**config.mk**
```make
export PLATFORM = sky130hd
export DESIGN_NAME = punf_recon
export DESIGN_NICKNAME = d
export VERILOG_FILES = /design/src/design/punf_pkg.sv /design/src/design/punf_recon.sv
export SDC_FILE = /design/constraint.sdc
export NUM_CORES = 1
export LEC_CHECK = 0
export BUFFER_PORTS_ARGS = -buffer_cell sky130_fd_sc_hd__buf_2
export CORE_MARGIN = 5
export CORE_UTILIZATION = 40
export DETAILED_ROUTE_END_ITERATION = 7
export PLACE_DENSITY = 0.57
export SETUP_SLACK_MARGIN = 0.2
export SLEW_MARGIN = 5
export SYNTH_ARGS = -nofsm -noshare
export SYNTH_HDL_FRONTEND = slang
export SYNTH_SLANG_ARGS = --single-unit
export TNS_END_PERCENT = 100
```
**constraint.sdc**
```tcl
create_clock -name clock -period 11.1 [get_ports clock]
set_input_delay 0 -clock clock [delete_from_list [all_inputs] [get_ports clock]]
set_output_delay 0 -clock clock [all_outputs]
set_load 0.01 [all_outputs]
```
**src/design/punf_pkg.sv**
```systemverilog
// shared types, codes and the paeth predictor for the scanline unfilter
package punf_pkg;

   localparam logic [7:0] FILTER_NONE  = 8'd0;
   localparam logic [7:0] FILTER_SUB   = 8'd1;
   localparam logic [7:0] FILTER_UP    = 8'd2;
   localparam logic [7:0] FILTER_AVG   = 8'd3;
   localparam logic [7:0] FILTER_PAETH = 8'd4;

   localparam logic CSR_BYTES_PER_PIXEL = 1'b0;
   localparam logic CSR_ROW_BYTES       = 1'b1;

   localparam int CSR_DATA_WIDTH = 14;

   typedef struct packed {
      logic [7:0] data;
      logic       is_type;
      logic [7:0] ftype;
      logic       first_row;
      logic       last;
   } punf_item_type;

   function automatic logic [7:0] paeth_pred(input logic [7:0] a, input logic [7:0] b,
                                             input logic [7:0] c);
      logic signed [10:0] da;
      logic signed [10:0] db;
      logic signed [10:0] dc;
      logic [10:0] pa;
      logic [10:0] pb;
      logic [10:0] pc;
      da = $signed({3'b000, b}) - $signed({3'b000, c});
      db = $signed({3'b000, a}) - $signed({3'b000, c});
      dc = $signed({3'b000, a}) + $signed({3'b000, b}) - $signed({2'b00, c, 1'b0});
      pa = da[10] ? 11'(-da) : 11'(da);
      pb = db[10] ? 11'(-db) : 11'(db);
      pc = dc[10] ? 11'(-dc) : 11'(dc);
      if (pa <= pb && pa <= pc) begin
         return a;
      end else if (pb <= pc) begin
         return b;
      end else begin
         return c;
      end
   endfunction

endpackage

```
**src/design/punf_recon.sv**
```systemverilog
// byte reconstruction, neighbor histories, write back and result register
module punf_recon #(
   parameter int AW = 13
) (
   input  logic                    clock,
   input  logic                    reset,
   input  logic [3:0]              bytes_per_pixel,
   input  logic                    s1_valid,
   input  punf_pkg::punf_item_type s1_item,
   input  logic [AW-1:0]           s1_addr,
   input  logic [7:0]              rd_data,
   output logic                    advance,
   output logic                    wr_en,
   output logic [AW-1:0]           wr_addr,
   output logic [7:0]              wr_data,
   output logic                    rsp_valid,
   input  logic                    rsp_stall,
   output logic [7:0]              rsp_recon_byte,
   output logic                    rsp_last_in_row
);
   import punf_pkg::*;

   logic [63:0] left_ff, left_in;
   logic [63:0] upleft_ff, upleft_in;
   logic out_valid_ff, out_valid_in;
   logic [7:0] out_byte_ff;
   logic out_last_ff;
   logic [2:0] sel;
   logic [7:0] a, b, c, r;
   logic [8:0] avg_sum;
   logic out_free;

   always_comb begin
      if (bytes_per_pixel == 4'd0) begin
         sel = 3'd0;
      end else if (bytes_per_pixel > 4'd8) begin
         sel = 3'd7;
      end else begin
         sel = 3'(bytes_per_pixel - 4'd1);
      end
   end

   assign a = left_ff[{sel, 3'b000} +: 8];
   assign c = upleft_ff[{sel, 3'b000} +: 8];
   assign b = s1_item.first_row ? 8'd0 : rd_data;
   assign avg_sum = {1'b0, a} + {1'b0, b};

   always_comb begin
      case (s1_item.ftype)
         FILTER_SUB:   r = s1_item.data + a;
         FILTER_UP:    r = s1_item.data + b;
         FILTER_AVG:   r = s1_item.data + avg_sum[8:1];
         FILTER_PAETH: r = s1_item.data + paeth_pred(a, b, c);
         default:      r = s1_item.data;
      endcase
   end

   assign out_free = !out_valid_ff || !rsp_stall;
   assign advance = s1_valid && (s1_item.is_type || out_free);
   assign wr_en = advance && !s1_item.is_type;
   assign wr_addr = s1_addr;
   assign wr_data = r;

   always_comb begin
      left_in = left_ff;
      upleft_in = upleft_ff;
      if (advance) begin
         if (s1_item.is_type) begin
            left_in = '0;
            upleft_in = '0;
         end else begin
            left_in = {left_ff[55:0], r};
            upleft_in = {upleft_ff[55:0], b};
         end
      end
      if (wr_en) begin
         out_valid_in = 1'b1;
      end else if (!rsp_stall) begin
         out_valid_in = 1'b0;
      end else begin
         out_valid_in = out_valid_ff;
      end
   end

   always_ff @(posedge clock) begin
      if (reset) begin
         left_ff <= '0;
         upleft_ff <= '0;
         out_valid_ff <= 1'b0;
      end else begin
         left_ff <= left_in;
         upleft_ff <= upleft_in;
         out_valid_ff <= out_valid_in;
      end
   end

   always_ff @(posedge clock) begin
      if (wr_en) begin
         out_byte_ff <= r;
         out_last_ff <= s1_item.last;
      end
   end

   assign rsp_valid = out_valid_ff;
   assign rsp_recon_byte = out_byte_ff;
   assign rsp_last_in_row = out_last_ff;

   // a data byte only leaves stage one when the result register can take it
   a_no_overwrite: assert property (@(posedge clock) disable iff (reset)
      wr_en |-> !out_valid_ff || !rsp_stall)
      else $error("pending result overwritten");

endmodule

```
Word-level counts from Yosys, hierarchy flattened
Index checks and enable logic that the tools add are counted.

word-level totals
  bits in registers = 138
  bits of input ports = 48
  output and inout bits = 33
  logic and storage cells = 52

cells by class
  add/subtract/negate cells = 13
  $lt $le $gt $ge = 4
  equal/unequal tests = 5
  shift operators = 2
  multiplexer cells = 14
  reduce and logical (&&, ||, !) cells = 9

operators by type and width
  operator                                                                number
  64-bit 2-to-1 mux                                                       2
  64-bit by 7-bit indexed part select with 8-bit output                   2
  11-bit less-or-equal comparator                                         3
  11-bit 2-to-1 mux                                                       3
  8-bit adder                                                             4
  8-bit 2-to-1 mux                                                        4
  8-bit one-hot mux with 4 select lines                                   1
  9-bit negator with 11-bit output                                        2
  8-bit by 8-bit adder with 9-bit output                                  2
  8-bit by 8-bit subtractor with 9-bit output                             2
  8-bit by 2-bit equality test with 1-bit output (second input constant)  2
  10-bit negator with 11-bit output                                       1
  9-bit by 9-bit subtractor with 10-bit output                            1
  8-bit by 1-bit equality test with 1-bit output (second input constant)  1
  8-bit by 3-bit equality test with 1-bit output (second input constant)  1
  3-bit 2-to-1 mux                                                        2
  4-bit greater-than comparator (second input constant)                   1
  4-bit logical NOT                                                       1
  1-bit logical AND                                                       3
  1-bit logical NOT                                                       3
  3-bit by 1-bit subtractor with 3-bit output (second input constant)     1
  1-bit logical OR                                                        2
  1-bit 2-to-1 mux                                                        2
  2-bit inequality test (second input constant)                           1

Depth between registers and ports, before layout
  depth in word-level cells = 15
  gate-level depth with buffers = 46
  depth with buffers taken out = 43

Worst setup path after synthesis
OpenSTA, ideal clock, no wires.

  path type = input to register
  from = in bytes_per_pixel[0]
  to = reg out_byte_ff[7], in the netlist rsp_recon_byte[7], data pin
  library setup time = 205 ps
  arrival time = 8266 ps
  slack = 2629 ps
  cell stages on the path = 41
  cell sequence = inv_1 ha_1 nand2b_1 maj3_1 buf_1 clkbuf_1 clkbuf_1 mux4_2 a21o_1 inv_1 ha_1 inv_1 fa_1 a211oi_1 nor2_1 o311ai_2 nand2_1 mux2_2 (+5 left out) o21a_1 o21ai_0 maj3_1 o21ai_1 a21boi_2 nand2_1 o211ai_1 nand3_1 ha_1 a21o_1 a21o_1 a21o_1 a21oi_1 o21bai_1 a21oi_1 nor3_1 and3b_1 xor2_1

on the way
  longest elaborated chain between the ends = 14
  elaborated cells on any way between the ends = 29

ends and longest elaborated chain
  item                                                                                          RTL line                            text
  start, declared                                                                               punf_recon.sv:7                     input logic [3:0] bytes_per_pixel,
  4-bit greater-than comparator or 3-bit by 1-bit subtractor with 3-bit output (tied branches)  punf_recon.sv:36, punf_recon.sv:39
  3-bit 2-to-1 mux                                                                              punf_recon.sv:36                    end else if (bytes_per_pixel > 4'd8) begin
  3-bit 2-to-1 mux (*)                                                                          punf_recon.sv:34                    if (bytes_per_pixel == 4'd0) begin
  64-bit by 7-bit indexed part select with 8-bit output                                         punf_recon.sv:43                    assign a = left_ff[{sel, 3'b000} +: 8];
  8-bit by 8-bit adder with 9-bit output                                                        punf_pkg.sv:33, punf_recon.sv:46
  9-bit by 9-bit subtractor with 10-bit output                                                  punf_pkg.sv:33                      dc = $signed({3'b000, a}) + $signed({3'b000, b}) - $signed({2'b00, c, 1'b0});
  10-bit negator with 11-bit output                                                             punf_pkg.sv:36                      pc = dc[10] ? 11'(-dc) : 11'(dc);
  11-bit 2-to-1 mux                                                                             punf_pkg.sv:36
  11-bit less-or-equal comparator, on equally long branches                                     punf_pkg.sv:39, punf_pkg.sv:37
  8-bit 2-to-1 mux or 1-bit logical AND (tied branches)                                         punf_pkg.sv:39, punf_pkg.sv:37
  8-bit 2-to-1 mux                                                                              punf_pkg.sv:37                      if (pa <= pb && pa <= pc) begin
  8-bit 2-to-1 mux                                                                              punf_recon.sv:49                    case (s1_item.ftype)
  8-bit adder                                                                                   punf_recon.sv:53                    FILTER_PAETH: r = s1_item.data + paeth_pred(a, b, c);
  8-bit one-hot mux with 4 select lines (*)                                                     punf_recon.sv:49
  via wr_data[7]                                                                                punf_recon.sv:15                    output logic [7:0] wr_data,
  end signal, assigned                                                                          punf_recon.sv:99                    out_byte_ff <= r;
  end, declared                                                                                 punf_recon.sv:26                    logic [7:0] out_byte_ff;

The timed path passes the listed nets; every way through them passes the cells marked *. The select of a mux whose other input is x is not followed.
A chain may end at the register's enable or synchronous reset.

Worst setup path in the final report
  from = in bytes_per_pixel[0]
  to = out wr_data[7]

on the way
  longest elaborated chain between the ends = 14
  elaborated cells on any way between the ends = 29

ends and longest elaborated chain
  item                                                                                          RTL line
  4-bit greater-than comparator or 3-bit by 1-bit subtractor with 3-bit output (tied branches)  punf_recon.sv:36, punf_recon.sv:39
  3-bit 2-to-1 mux                                                                              punf_recon.sv:36
  3-bit 2-to-1 mux (*)                                                                          punf_recon.sv:34
  64-bit by 7-bit indexed part select with 8-bit output                                         punf_recon.sv:43
  8-bit by 8-bit adder with 9-bit output                                                        punf_pkg.sv:33, punf_recon.sv:46
  9-bit by 9-bit subtractor with 10-bit output                                                  punf_pkg.sv:33
  10-bit negator with 11-bit output                                                             punf_pkg.sv:36
  11-bit 2-to-1 mux                                                                             punf_pkg.sv:36
  11-bit less-or-equal comparator, on equally long branches                                     punf_pkg.sv:39, punf_pkg.sv:37
  8-bit 2-to-1 mux or 1-bit logical AND (tied branches)                                         punf_pkg.sv:39, punf_pkg.sv:37
  8-bit 2-to-1 mux                                                                              punf_pkg.sv:37
  8-bit 2-to-1 mux                                                                              punf_recon.sv:49
  8-bit adder                                                                                   punf_recon.sv:53
  8-bit one-hot mux with 4 select lines (*)                                                     punf_recon.sv:49
  end, declared                                                                                 punf_recon.sv:15

Every way passes the cells marked *; elsewhere a longest branch is shown, timed or not. The select of a mux whose other input is x is not followed.

==> summary.md <==
| Metric | Value |
|---|---|
| Pwr Density | `164 nW/um^2` |
| Synth top cells by count | `166 x a21oi_1, 160 x nor2_1, 129 x dfxtp_1, 113 x nor3b_1, 71 x ha_1` |
| Worst path arrival time | `9050 ps` |
| Synth top area share | `26.2%` |
| Slew Limit Headroom | `18.9%` |
| Post-synth top area cell | `dfxtp_1` |
| WL met1 | `12,600 microns` |
| CTS buffer count | `17` |
| Final Hold Fails | `0` |
| Core area | `24,200 sq um` |
| Actual slew at the worst max-slew pin | `1210 ps` |
| N_diodes | `0` |
| Yosys Warn Count | `0` |
| CP delay by family, top | `compound AO/OA/AOI/OAI gates` |
| FMAX | `110 MHz` |
| Clock power share | `30.3%` |
| Top cells by area, synth | `dfxtp_1 26%, ha_1 9.0%, nor3b_1 8.6%` |
| Final wirelength | `25,500 microns` |
| Synth Register Bits | `138` |
| Synth unique cells | `77` |
| Post-Syn Area | `9850 sq um` |
| Longest Clk Path Bufs | `2` |
| IO Count | `81` |
| IO Port Bufs | `54` |
| Initial antenna violation count | `0` |
| Via count | `8,504` |
| Max incr delay on CP | `930 ps` |
| Worst Path Buf+Inv | `5` |
| Post-synth EDFFs | `9` |
| Final setup viols | `0` |
| Lkg Pwr | `4.22 nW` |
| RSZ-0062 raised after global routing | `no` |
| Root buf cell | `clkbuf_16` |
| Slowest cell on the critical path | `o31ai_1` |
| First-pass GRT wire length | `41,600 microns` |
| Sequential cell area fraction in the yosys report | `29.0%` |
| Layout cells sized above 1 | `12.0%` |
| DR top layer | `met4` |
| Placer Congestion | `0.858` |
| IR drop worst, VDD | `0.114 mV` |
| Fraction of registers with async set/reset | `0%` |
| Final setup TNS | `0 ps` |
| Average footprint of a synthesized cell | `8.29 sq um` |
| Vias in the first global route | `7,954` |
| GRT overflow | `0` |
| Post-CTS Resized | `0` |
| Pre-antenna DRT Iters | `5` |
| Metal3 WL | `730 microns` |
| Syn Inst Count | `1,188` |
| Final Non-Filler Cells | `1,543` |
| Post-place setup slack | `2020 ps` |
| Period utilization | `81.6%` |
| Remaining DRCs | `0` |
| Post-route design area | `11,000 sq um` |
| CTS tree | `built` |
| Placed instance area | `10,300 sq um` |
| Initial core utilization | `40.6%` |
| Avg Vias per Cell | `5.51` |
| DR iter-0 viols | `582` |
| Clock insertion delay at the later pin of the skew report | `420 ps` |
| Worst Path Required | `11,100 ps` |
| Outcome | `complete, no violations` |
| Crit Path Category | `primary input to output pin` |
| Crit path max fanout | `18` |
| Internal Pwr Total | `0.00116 W` |
| Final core occ | `45.5%` |
| Seq pwr share | `28.1%` |
| Sw Pwr | `0.000645 W` |
| HP Class | `primary input to output pin` |
| Type of origin of the critical path | `primary input` |
| Post-route ant nets | `0` |
| Slew Viols, Final | `0` |
| Die X | `167 microns` |
| H-Tree Depth | `4` |
| Sw Ratio | `35.7%` |
| Largest net degree at the start of global routing | `252` |
| Comb pwr share | `41.6%` |
| Nets | `1,339` |
| Setup ws final | `2050 ps` |
| CTS Sinks | `138` |
| CP endpoint kind | `output pin` |
| FP Rows | `57` |
| Total GRT Usage | `18.0%` |
| Die Area | `27,900 sq um` |
| Count leader, synth | `a21oi_1` |
| DR WL/cell | `16.6 microns` |
| HPWL after DPL | `17,800 microns` |
| Placed Cells | `1,503` |
| Die Ht | `167 microns` |
| Max-Cap Viols | `0` |
| Met2 wire length | `11,600 microns` |
| Ys flop type | `dfxtp_1` |
| Fin crit period | `9050 ps` |
| P&R area growth vs syn | `11.9%` |
| Fin Clk Skew | `11.6 ps` |
[final timing paths]
path / slack [ps] / from / cells past startpoint / endpoint
hold reg to reg: 490 / upleft_ff[61] / 2 / upleft_ff[61]
setup reg to reg: 3170 / upleft_ff[48] / 32 / rsp_recon_byte[7]
hold / removal: 0.003 / s1_addr[1] / 0 / wr_addr[1]
setup / recovery: 2050 / bytes_per_pixel[0] / 38 / wr_data[7]
[metal layers]
metal  GRT usage, %  vias up
met2           28.2      136
li1               -     4302
met3           2.73       39
met4           6.01        0
met5              0        -
met1           25.4     4027
[metrics by stage]
| step | hold slack (ps) | total power (W) |
|---|---|---|
| after floorplan | 88.4 | 0.00110 |
| after global placement | 0.0686 | 0.00126 |
| after detailed placement | 0.0686 | 0.00126 |
| after CTS | 0.0686 | 0.00182 |
| after global routing | 0.0163 | 0.00193 |
| final | 0.00328 | 0.00181 |
[cell usage in the layout, fill, tap and decap left out, drive strengths merged, types with 11 or more instances in the layout]
cell,netlist,final
nor2,160,160
o21ai,39,39
nor2b,13,13
o221ai,15,15
dlygate4sd3,0,11
buf,18,71
ha,71,71
o211ai,11,11
nor3b,113,113
nor3,15,15
xnor2,30,30
nand3,16,16
nand2,43,43
a21o,11,11
o21a,14,14
clkbuf,70,21
a221oi,19,19
a21oi,166,166
xor2,18,18
mux4,16,16
nand2b,17,17
inv,56,56
dfxtp,129,129
fa,11,11
[repair_timing]
item / 4_1_cts / 5_1_grt
hold endpoints to repair: 33 / 0
hold buffers: 11 / 0
buffers inserted: 0 / 0
setup endpoints to repair: 0 / 0
[area by class of cell]
cell class	instances	area [sq um]
Clock buffer	21	472
Clock inverter	8	95.1
Fill cell	2422	13200
Inverter	56	210
Multi-Input combinational cell	914	6460
Sequential cell	138	2850
Tap cell	324	405
Timing Repair Buffer	82	526
[power groups by stage]
stage	logic (W)	clock network (W)	registers (W)
5_1_grt	0.000839	0.000583	0.000508
3_5_place_dp	0.000739	0	0.000519
6_report	0.000752	0.000547	0.000508
2_1_floorplan	0.000580	0	0.000519
4_1_cts	0.000747	0.000561	0.000508
3_3_place_gp	0.000737	0	0.000519
[cells by family (layout without fill, tap and decap cells)]
group	after synthesis	count (layout)	synth area share [%]
buffers and inverters	144	167	6.01
AND/OR/NAND/NOR	408	408	22.2
flip-flops	138	138	29.0
AO/OA/AOI/OAI	331	331	21.2
other	2	10	0.0763
adder cells (fa/ha/maj)	85	85	11.6
XOR/XNOR	49	49	4.65
multiplexers	31	31	5.31
[sequential cells by signal (all words and copies together), names as in the netlist]
name             flops
rsp_recon_byte       8
rsp_valid            1
upleft_ff           64
left_ff             64
rsp_last_in_row      1
(Power assumes the default switching activity.)
