===== config.mk =====
export PLATFORM = sky130hd
export DESIGN_NAME = punf_ctrl
export DESIGN_NICKNAME = d
export VERILOG_FILES = /design/src/design/punf_pkg.sv /design/src/design/punf_ctrl.sv
export SDC_FILE = /design/constraint.sdc
export NUM_CORES = 1
export LEC_CHECK = 0
export BUFFER_PORTS_ARGS = -buffer_cell sky130_fd_sc_hd__buf_2
export CORE_ASPECT_RATIO = 0.75
export CORE_MARGIN = 2
export CORE_UTILIZATION = 53
export DETAILED_ROUTE_END_ITERATION = 10
export PLACE_DENSITY = 0.79
export SETUP_SLACK_MARGIN = 0.15
export SKIP_LAST_GASP = 1
export SLEW_MARGIN = 20
export SYNTH_ARGS = -nofsm -noshare
export SYNTH_HDL_FRONTEND = slang
export SYNTH_SLANG_ARGS = --single-unit

===== constraint.sdc =====
create_clock -name clock -period 5.2 [get_ports clock]
set_clock_uncertainty 0.05 [all_clocks]
set_input_delay 1.56 -clock clock [delete_from_list [all_inputs] [get_ports clock]]
set_output_delay 1.56 -clock clock [all_outputs]
set_load 0.02 [all_outputs]

===== src/design/punf_pkg.sv =====
// shared types, codes and the paeth predictor for the scanline unfilter
package punf_pkg;

   localparam logic [7:0] FILTER_NONE  = 8'd0;
   localparam logic [7:0] FILTER_SUB   = 8'd1;
   localparam logic [7:0] FILTER_UP    = 8'd2;
   localparam logic [7:0] FILTER_AVG   = 8'd3;
   localparam logic [7:0] FILTER_PAETH = 8'd4;

   localparam logic CSR_BYTES_PER_PIXEL = 1'b0;
   localparam logic CSR_ROW_BYTES       = 1'b1;

   localparam int CSR_DATA_WIDTH = 14;

   typedef struct packed {
      logic [7:0] data;
      logic       is_type;
      logic [7:0] ftype;
      logic       first_row;
      logic       last;
   } punf_item_type;

   function automatic logic [7:0] paeth_pred(input logic [7:0] a, input logic [7:0] b,
                                             input logic [7:0] c);
      logic signed [10:0] da;
      logic signed [10:0] db;
      logic signed [10:0] dc;
      logic [10:0] pa;
      logic [10:0] pb;
      logic [10:0] pc;
      da = $signed({3'b000, b}) - $signed({3'b000, c});
      db = $signed({3'b000, a}) - $signed({3'b000, c});
      dc = $signed({3'b000, a}) + $signed({3'b000, b}) - $signed({2'b00, c, 1'b0});
      pa = da[10] ? 11'(-da) : 11'(da);
      pb = db[10] ? 11'(-db) : 11'(db);
      pc = dc[10] ? 11'(-dc) : 11'(dc);
      if (pa <= pb && pa <= pc) begin
         return a;
      end else if (pb <= pc) begin
         return b;
      end else begin
         return c;
      end
   endfunction

endpackage


===== src/design/punf_ctrl.sv =====
// row sequencing, line store read issue and the stage one item register
module punf_ctrl #(
   parameter int MAX_ROW_BYTES = 8192,
   parameter int CW = 14,
   parameter int AW = 13
) (
   input  logic                             clock,
   input  logic                             reset,
   input  logic                             req_valid,
   output logic                             req_stall,
   input  logic [7:0]                       req_data_byte,
   input  logic                             req_image_start,
   input  logic [punf_pkg::CSR_DATA_WIDTH-1:0] row_bytes,
   input  logic                             advance,
   output logic                             s1_valid,
   output punf_pkg::punf_item_type          s1_item,
   output logic [AW-1:0]                    rd_addr,
   output logic                             rd_en
);
   import punf_pkg::*;

   logic [CW-1:0] column_ff, column_in;
   logic [7:0] ftype_ff, ftype_in;
   logic first_ff, first_in;
   logic s1_valid_ff, s1_valid_in;
   punf_item_type item_ff, item_in;
   logic [CW-1:0] row_eff;
   logic [CW-1:0] col_cur;
   logic first_cur;
   logic accept;

   always_comb begin
      if (row_bytes == '0) begin
         row_eff = CW'(1);
      end else if (32'(row_bytes) > MAX_ROW_BYTES) begin
         row_eff = CW'(MAX_ROW_BYTES);
      end else begin
         row_eff = CW'(row_bytes);
      end
   end

   assign req_stall = s1_valid_ff && !advance;
   assign accept = req_valid && !req_stall;

   always_comb begin
      col_cur = req_image_start ? '0 : column_ff;
      first_cur = req_image_start ? 1'b1 : first_ff;
      column_in = column_ff;
      ftype_in = ftype_ff;
      first_in = first_ff;
      item_in.data = req_data_byte;
      item_in.first_row = first_cur;
      item_in.ftype = ftype_ff;
      item_in.is_type = (col_cur == '0);
      item_in.last = 1'b0;
      rd_addr = AW'(col_cur - CW'(1));
      rd_en = 1'b0;
      if (accept) begin
         first_in = first_cur;
         if (col_cur == '0) begin
            ftype_in = req_data_byte;
            column_in = CW'(1);
         end else begin
            rd_en = 1'b1;
            if (col_cur >= row_eff) begin
               item_in.last = 1'b1;
               column_in = '0;
               first_in = 1'b0;
            end else begin
               column_in = col_cur + CW'(1);
            end
         end
      end
      s1_valid_in = accept ? 1'b1 : (advance ? 1'b0 : s1_valid_ff);
   end

   always_ff @(posedge clock) begin
      if (reset) begin
         column_ff <= '0;
         ftype_ff <= FILTER_NONE;
         first_ff <= 1'b1;
         s1_valid_ff <= 1'b0;
      end else begin
         column_ff <= column_in;
         ftype_ff <= ftype_in;
         first_ff <= first_in;
         s1_valid_ff <= s1_valid_in;
      end
   end

   always_ff @(posedge clock) begin
      if (accept) begin
         item_ff <= item_in;
      end
   end

   assign s1_valid = s1_valid_ff;
   assign s1_item = item_ff;

   a_row_end_rewinds: assert property (@(posedge clock) disable iff (reset)
      accept && rd_en && item_in.last |=> column_ff == '0 && !first_ff)
      else $error("row end did not return to the filter type byte");

   a_stage_holds: assert property (@(posedge clock) disable iff (reset)
      s1_valid_ff && !advance |=> s1_valid_ff && $stable(item_ff))
      else $error("stage one item lost while blocked");

endmodule


== Yosys cells after proc, flatten, opt, wreduce, memory -nomap -nowiden ==
Index checks and enable logic that the tools add are counted.
Storage, ports and cells
  register bits: 43
  bits of input ports: 27
  output and inout bits: 35
  word-level logic and storage cells: 34
Cells by class
  add/sub/neg operators: 2
  $lt $le $gt $ge: 2
  multiplexer cells: 13
  reductions and logical operators: 8
Operators by type and width (number)
  2-to-1 mux 14 bit: 5
  zero test 14 bit: 2
  adder 14 x 1 -> 14 bit, second input constant: 1
  >= comparator 14 bit: 1
  greater-than comparator 14 bit, second input constant: 1
  subtractor 13 x 1 -> 13 bit, second input constant: 1
  2-to-1 mux 1 bit: 8
  logical AND 1 bit: 2
  zero test 1 bit: 2
  AND reduction 2 bit: 1
  nonzero test 2 bit: 1

== Longest topological paths before layout ==
Gate-level depths: netlist of run 1.
  depth in word-level cells: 6
  depth in mapped cells: 12
  gate-level depth less buffers: 11

== Least setup slack after synthesis of run 1 ==
OpenSTA, ideal clock, no wires.
  kind: input to output
  start point: in req_image_start
  end point: out rd_addr[12]
  arrival: 3435 ps
  required time: 3590 ps
  path slack: 155 ps
  stages on the path: 9
  buffers on the path: 1
  path through: clkbuf_8 -> inv_1 -> nand2_1 -> ha_1 -> nand3b_1 -> or3_1 -> o21bai_4 -> nor2_1 -> xor2_1
On the way
  word-level cells in the longest chain between the ends: 2
RTL lines
  from (decl): RTL line punf_ctrl.sv:12  | input logic req_image_start,
  2-to-1 mux 14 bit: RTL line punf_ctrl.sv:46  | col_cur = req_image_start ? '0 : column_ff;
  subtractor 13 x 1 -> 13 bit: RTL line punf_ctrl.sv:56  | rd_addr = AW'(col_cur - CW'(1));
  to (decl): RTL line punf_ctrl.sv:17  | output logic [AW-1:0] rd_addr,
Every way passes these cells.

== Worst setup path after layout of run 1 ==
  start point: in req_image_start
  end point: out rd_addr[10]
Same word-level chain as after synthesis.

==> results of run 1 <==
[worst max-delay path: cells and delay by family]
family | cells | cell delay (ns)
AND/OR/NAND/NOR | 4 | 0.84
buffers and inverters | 3 | 0.35
adder cells (fa/ha/maj) | 1 | 0.20
AO/OA/AOI/OAI | 1 | 0.20
XOR/XNOR | 1 | 0.14
[layer usage]
metal  global-route usage  vias to the layer above  wire length [um]
li1                     -                     1065                 -
met1                0.298                      991              2630
met2                0.342                       50              2590
met3               0.0401                        2               249
met4               0.0423                        0                14
met5                    0                        -                 0
[repair_timing]
item,in CTS,in global routing
setup buffers,0,0
setup endpoints to repair,0,1
resized for setup,0,1
[registers in the layout, summed over array words and instances (netlist names)]
| name | flops |
|---|---|
| s1_item | 19 |
| s1_valid | 1 |
| ftype_ff | 8 |
| first_ff | 1 |
| column_ff | 14 |
[cells in the mapped netlist, drive strengths merged, types with 4 or more instances]
master	n	area share
a21oi	11	0.029
buf	4	0.013
ha	17	0.084
dfxtp	24	0.19
xor2	4	0.014
inv	13	0.019
nand4	8	0.020
a32oi	10	0.034
nor2b	10	0.025
nor2	33	0.050
nor3	6	0.014
mux2i	10	0.039
xnor2	11	0.038
and3	4	0.0098
nand3	10	0.020
clkbuf	7	0.018
nand2	29	0.043
o21bai	4	0.016
edfxtp	19	0.22
[power breakdown]
part	leakage, nW	switching (mW)	internal [mW]
sequential	0.378	0.00497	0.368
clock	0.0581	0.114	0.143
combinational	0.898	0.0683	0.0400
[kinds of logic (layout without fill, tap and decap cells)]
kind of cell    after synthesis  count (layout)  synth area share
compound gates               37              37             0.128
xor+xnor                     15              15            0.0517
fa+ha+maj                    17              17            0.0837
buf+inv                      25              87            0.0536
flops                        43              43             0.413
mux                          10              10            0.0394
simple gates                118             118             0.230
[final timing paths]
check,end,startpoint,cells past startpoint,slack [ns]
worst max-delay path,rd_addr[10],req_image_start,10,0.31
worst min-delay path,s1_item[6],ftype_ff[4],0,0.38
worst max register to register,column_ff[13],column_ff[5],8,2.21
worst min register to register,s1_item[6],ftype_ff[4],0,0.38
[cell type report]
type	instances	area share
clock inverters	3	0.0147
multi-input cells	197	0.455
clock buffers	5	0.0230
flip-flops and latches	43	0.352
inverters	13	0.0163
well taps	57	0.0239
repair buffers	66	0.115
==> results.py, run 1 <==
metrics = {
    "synth": {
        "yosys_warnings": 0,
        "synth_cell_types": 47,
        "mappedNetlistArea_um2": 2540,
        "seq_area_frac_synth": 0.413,
        "synth_seq_cells": 43,
        "syn_inst": 265,
        "syn_area_per_cell_um2": 9.59,
        "syn-num-nets": 309,
        "postSynth.asyncResetShare": 0,
        "synth-edff-count": 19,
        "yosys_most_used_dff": "dfxtp_1",
    },
    "clock_network": {
        "postCtsHoldBufs": 0,
        "cts.sinks": 43,
        "clockBufferDepth": 2,
        "clock-root-buffer": "clkbuf_8",
        "cts_buffers": 5,
        "cts_tree": "done",
        "clk_pin_slew_ns": 0.09,
        "cts_htree_levels": 2,
        "clk_latency_ns": 0.29,
    },
    "route": {
        "drtIter0Drc": 122,
        "drc": 0,
        "routed_wl_um": 5480,
        "ant_nets": 0,
        "num_vias": 2108,
        "wl_per_cell_um": 14.3,
        "dr.pass1.iters": 4,
        "via_per_inst": 5.49,
    },
    "floorplanning": {
        "rows": 21,
        "start_util": 0.559,
        "dieArea_um2": 5370,
        "core_um2": 4550,
        "die_x_um": 84.0,
        "die_y_um": 64.0,
        "ios": 62,
    },
    "power_and_ir_drop": {
        "total_leakage_power_nw": 1.33,
        "total_power_uw": 738,
        "vdd_drop_max_uv": 203,
        "p_per_area_nw_per_um2": 247,
    },
    "global_route": {
        "grt_overflow": 0,
        "antenna_found_initial": 0,
        "grt_max_degree": 28,
        "grt_pass1_vias": 1960,
        "grt_first_pass_wirelength_um": 9180,
        "grt_util_all_layers": 0.211,
    },
    "setup_path": {
        "cp.arrival_ns": 3.28,
        "crit_chain": "buf_2, inv_1, nand2_1, ha_1, nand3b_1, or3_4, o21bai_4, nor3_2, xnor2_1, buf_2",
        "worst_path_most_repeated_cell": "buf_2",
        "worstPathMaxFanout": 4,
        "required_ns": 3.59,
        "critical_path.endpoint_type": "primary output",
        "startpoint_type": "input port",
        "max_stage_delay_ns": 0.37,
        "path_class": "input port to primary output",
        "crit_slowest_cell": "or3_4",
    },
    "sta": {
        "period_share": 0.941,
        "drv_slew": 0,
        "layout_min_cycle_time_ns": 4.89,
        "rsz0062_at_grt": "no",
        "relSlewSlack": 0.458,
        "worst_slack_ns": 0.308,
        "hold_viol_final": 0,
        "fmax_mhz": 204,
        "fin_setup_tns_ns": 0,
        "setup_viol": 0,
        "timing.hold.ws_ns": 0.381,
        "tightest_slew_ns": 0.813,
    },
    "outcome": {
        "status": "finished clean",
    },
    "layout": {
        "ff_latch_area_um2": 1050,
        "fin_nets": 370,
        "layout_commonest_cell": "buf_2",
        "final_cells": 384,
        "final_area_um2": 2990,
        "final_cell_mix": "61 x buf_2, 32 x nor2_1, 29 x nand2_1",
        "n_fill_cell": 406,
        "layout-drive-gt1-share": 0.263,
        "multi_input_area_um2": 1360,
        "area_growth_pct": 17.5,
        "num_antenna_cells": 0,
        "fin_util": 0.657,
    },
    "placement": {
        "place_inst": 376,
        "place.gp.congestion": 0.868,
        "pre_cts_slack_ns": 0.311,
        "placed_area_um2": 2870,
        "port-buffer-count": 61,
        "dpl.hpwl_um": 4040,
    },
    "min_path": {
        "min_path_type": "register to register",
    },
    "run": {
        "maxCapViolCount": 0,
    },
}
No activity file was read; power rests on OpenSTA's default activity.
==> inputs of run 2 (changes only) <==
- BUFFER_PORTS_ARGS: -buffer_cell sky130_fd_sc_hd__buf_2 -> unset
- CORE_UTILIZATION: 53 -> 63
- DONT_BUFFER_PORTS: unset -> 1
==> results.py, run 2 (synthesis gave the netlist of run 1 again) <==
metrics = {
    "placement": {
        "pre_cts_slack_ns": 0.398,
        "place.gp.congestion": 0.870,
        "port-buffer-count": 0,
        "dpl.hpwl_um": 3800,
    },
    "clock_network": {
        "cts.sinks": 43,
        "postCtsHoldBufs": 0,
        "cts_htree_levels": 2,
        "post_cts_buffers": 0,
        "clk_latency_ns": 0.28,
        "cts_buffers": 5,
        "clockBufferDepth": 2,
        "clock-root-buffer": "clkbuf_8",
        "clk_pin_slew_ns": 0.08,
        "ctsResizeCount": 0,
        "cts_tree": "done",
    },
    "power_and_ir_drop": {
        "vdd_drop_max_uv": 362,
        "total_leakage_power_nw": 1.11,
        "p_per_area_nw_per_um2": 278,
        "total_power_uw": 747,
    },
    "route": {
        "wl_met1_um": 2530,
        "top_layer": "met4",
        "routed-wl-met3_um": 370,
        "dr.pass1.iters": 4,
        "ant_nets": 0,
        "drtIter0Drc": 121,
        "drc": 0,
        "wl_per_cell_um": 16.1,
        "num_vias": 1882,
        "dr_wl_met2_um": 2180,
        "via_per_inst": 5.92,
        "routed_wl_um": 5110,
    },
    "setup_path": {
        "crit_chain": "inv_1, nand2_1, ha_1, nand3b_1, or3_1, o21bai_4, nor2_1, xor2_1, buf_4",
        "path_class": "input port to primary output",
        "max_stage_delay_ns": 0.39,
        "critical_path.endpoint_type": "primary output",
        "startpoint_type": "input port",
        "required_ns": 3.59,
        "critPathTopFamily": "simple AND/OR/NAND/NOR gates",
        "worst-path-buf-inv": 2,
        "crit_slowest_cell": "or3_1",
        "cp.arrival_ns": 3.26,
        "worstPathMaxFanout": 23,
        "crit_path_start": "req_image_start",
        "r2r-start": "column_ff[5]",
    },
    "sta": {
        "hold_viol_final": 0,
        "fin_setup_tns_ns": 0,
        "drv_slew": 0,
        "worst_slack_ns": 0.328,
        "layout_min_cycle_time_ns": 4.87,
        "timing.hold.ws_ns": 0.382,
        "tightest_slew_ns": 0.827,
        "rsz0062_at_grt": "no",
        "relSlewSlack": 0.449,
        "setup_viol": 0,
        "period_share": 0.937,
        "fmax_mhz": 205,
    },
    "layout": {
        "layout_commonest_cell": "nor2_1",
        "n_fill_cell": 296,
        "num_antenna_cells": 0,
        "largest_reg_flops": 19,
        "area_growth_pct": 5.81,
        "final_cell_mix": "32 x nor2_1, 29 x nand2_1, 24 x dfxtp_1",
        "fin_nets": 309,
        "layout-drive-gt1-share": 0.0865,
    },
    "global_route": {
        "grt_util_all_layers": 0.240,
        "grt_first_pass_wirelength_um": 8640,
        "antenna_found_initial": 0,
        "grt_max_degree": 28,
        "grt_pass1_vias": 1818,
        "grt_overflow": 0,
    },
    "floorplanning": {
        "start_util": 0.677,
        "dieArea_um2": 4570,
        "core_um2": 3760,
        "die_y_um": 59.0,
        "rows": 19,
        "ios": 62,
        "die_x_um": 77.4,
    },
    "min_path": {
        "hold_path.startpoint": "ftype_ff[3]",
        "min_path_type": "register to register",
    },
    "run": {
        "maxCapViolCount": 0,
    },
    "outcome": {
        "status": "finished clean",
    },
}
[run 2: cell types whose count changed in the layout (fill, tap and decap cells not counted), sizes merged]
cell	previous run	this run
buf	66	5
clkbuf	5	6
bufinv	1	2
clkinv	2	0
[run 2: path summary, 6_finish.rpt]
| path | end | slack [ns] | cells after the start |
|---|---|---|---|
| max | rd_addr[12] | 0.33 | 9 |
| min | s1_item[5] | 0.38 | 0 |
| min reg2reg | s1_item[5] | 0.38 | 0 |
| max reg2reg | column_ff[0] | 2.13 | 8 |
[run 2: stage by stage]
step           instances  cell area (um^2)  utilization
6_report             318              2690        0.716
3_5_place_dp         310              2560        0.681
3_3_place_gp         310              2560        0.681
4_1_cts              318              2690        0.716
5_1_grt              318              2690        0.716
2_1_floorplan        265              2540            -
[run 2: per-layer routing]
layer  GRT usage  vias to the layer above
li1            -                      948
met1       0.362                      856
met2       0.360                       74
met3      0.0579                        4
met4      0.0383                        0
met5           0                        -
[run 2: layout make-up]
| cell class | count | area (um^2) | share of cell area |
|---|---|---|---|
| multi-input cells | 197 | 1360 | 0.504 |
| flip-flops and latches | 43 | 1050 | 0.391 |
| clock buffers | 6 | 72.6 | 0.0270 |
| well taps | 52 | 65.1 | 0.0242 |
| clock inverters | 2 | 60.1 | 0.0223 |
| inverters | 13 | 48.8 | 0.0181 |
| repair buffers | 5 | 37.5 | 0.0140 |
[run 2: worst reg2reg max path, stage by stage (launching register included)]
cell	delay (ns)
dfxtp_1	0.44
nor2b_1	0.44
ha_1	0.34
a211o_1	0.28
a21oi_2	0.13
o211ai_2	0.16
a221oi_4	0.78
nand2_1	0.13
a211oi_1	0.25
[run 2: where the power goes]
group          switching (mW)  internal [mW]
Combinational          0.0420         0.0233
Sequential             0.0173          0.369
Clock                   0.104          0.192
Total                   0.163          0.584
==> inputs of run 3 (changes only) <==
- CORE_MARGIN: 2 -> unset
==> results.py, run 3 (synthesis gave the netlist of run 1 again) <==
metrics = {
    "sta": {
        "fin_setup_tns_ns": 0,
        "tightest_slew_ns": 0.807,
        "hold_viol_final": 0,
        "layout_min_cycle_time_ns": 4.84,
        "period_share": 0.930,
        "drv_slew": 0,
        "setup_viol": 0,
        "rsz0062_at_grt": "no",
        "worst_slack_ns": 0.364,
        "relSlewSlack": 0.462,
        "fmax_mhz": 207,
    },
    "route": {
        "routed-wl-met3_um": 375,
        "routed_wl_um": 4830,
        "num_vias": 1894,
        "drtIter0Drc": 94,
        "dr.pass1.iters": 4,
        "ant_nets": 0,
        "wl_met1_um": 2380,
        "via_per_inst": 5.96,
        "top_layer": "met4",
        "dr_wl_met2_um": 2050,
        "drc": 0,
        "wl_per_cell_um": 15.2,
    },
    "placement": {
        "pre_cts_slack_ns": 0.390,
        "place.gp.congestion": 0.889,
        "dpl.hpwl_um": 3690,
        "port-buffer-count": 0,
        "place_inst": 310,
    },
    "layout": {
        "num_antenna_cells": 0,
        "layout_commonest_cell": "nor2_1",
        "fin_util": 0.716,
        "fin_nets": 309,
        "final_cell_mix": "32 x nor2_1, 29 x nand2_1, 24 x dfxtp_1",
        "largest_reg_flops": 19,
        "layout-drive-gt1-share": 0.0865,
        "area_growth_pct": 5.81,
        "final_cells": 318,
    },
    "setup_path": {
        "startpoint_type": "input port",
        "worstPathMaxFanout": 23,
        "r2r_setup_slack_ns": 2.16,
        "reg2reg_depth": 8,
        "crit_chain": "inv_1, nand2_1, ha_1, nand3b_1, or3_1, o21bai_4, nor3_2, xnor2_1",
        "crit_end": "rd_addr[10]",
        "worst-path-buf-inv": 1,
        "max_stage_delay_ns": 0.37,
        "cp.arrival_ns": 3.23,
        "path_class": "input port to primary output",
        "critical_path.endpoint_type": "primary output",
        "critPathTopFamily": "simple AND/OR/NAND/NOR gates",
        "required_ns": 3.59,
        "r2r-start": "column_ff[5]",
        "cp.depth": 8,
        "crit_slowest_cell": "or3_1",
        "crit_path_start": "req_image_start",
        "r2r-end": "column_ff[3]",
    },
    "floorplanning": {
        "core_um2": 3760,
        "start_util": 0.677,
        "rows": 19,
        "ios": 62,
        "die_x_um": 75.4,
        "dieArea_um2": 4300,
        "die_y_um": 57.0,
    },
    "min_path": {
        "min_path_type": "register to register",
    },
    "clock_network": {
        "clock-root-buffer": "clkbuf_8",
        "clk_latency_ns": 0.29,
        "cts_buffers": 5,
        "postCtsHoldBufs": 0,
        "clockBufferDepth": 2,
        "post_cts_buffers": 0,
        "cts.sinks": 43,
        "cts_tree": "done",
        "cts_htree_levels": 2,
        "ctsResizeCount": 0,
        "clk_pin_slew_ns": 0.08,
    },
    "outcome": {
        "status": "finished clean",
    },
    "power_and_ir_drop": {
        "total_leakage_power_nw": 1.11,
        "vdd_drop_max_uv": 298,
        "p_per_area_nw_per_um2": 278,
    },
    "global_route": {
        "grt_pass1_vias": 1640,
        "grt_util_all_layers": 0.246,
        "grt_overflow": 0,
        "grt_max_degree": 28,
        "grt_first_pass_wirelength_um": 8050,
        "antenna_found_initial": 0,
    },
    "run": {
        "maxCapViolCount": 0,
    },
}
[run 3: layer usage]
metal | vias to the layer above | global-route usage
met5 | - | 0
met4 | 0 | 0.0397
met3 | 4 | 0.0707
met2 | 76 | 0.329
met1 | 868 | 0.395
li1 | 946 | -
[run 3: worst min-delay path by stage]
stage | cells past startpoint | from | endpoint | slack, ns
2_1_floorplan | 0 | ftype_ff[0] | s1_item[2] | 0.36
3_3_place_gp | 0 | ftype_ff[0] | s1_item[2] | 0.36
6_report | 0 | ftype_ff[3] | s1_item[5] | 0.38
5_1_grt | 0 | ftype_ff[6] | s1_item[8] | 0.38
4_1_cts | 0 | ftype_ff[6] | s1_item[8] | 0.38
3_5_place_dp | 0 | ftype_ff[6] | s1_item[8] | 0.36
[run 3: final cells by class]
type	count	area, um^2
clock buffers	6	72.6
repair buffers	5	37.5
multi-input cells	197	1360
fillers	301	1070
inverters	13	48.8
well taps	52	65.1
flip-flops and latches	43	1050
clock inverters	2	60.1
[run 3: power by group]
group          switching (mW)  internal (mW)  total, mW
Combinational          0.0411         0.0232     0.0643
Clock                   0.105          0.192      0.297
Sequential             0.0174          0.369      0.386
[run 3: stage by stage]
step / total power [mW] / hold WS, ns / area (um^2)
finish: 0.748 / 0.378 / 2690
global route: 0.774 / 0.383 / 2690
CTS: 0.753 / 0.385 / 2690
detailed placement: 0.459 / 0.364 / 2560
global placement: 0.457 / 0.360 / 2560
floorplan: 0.451 / 0.358 / 2540
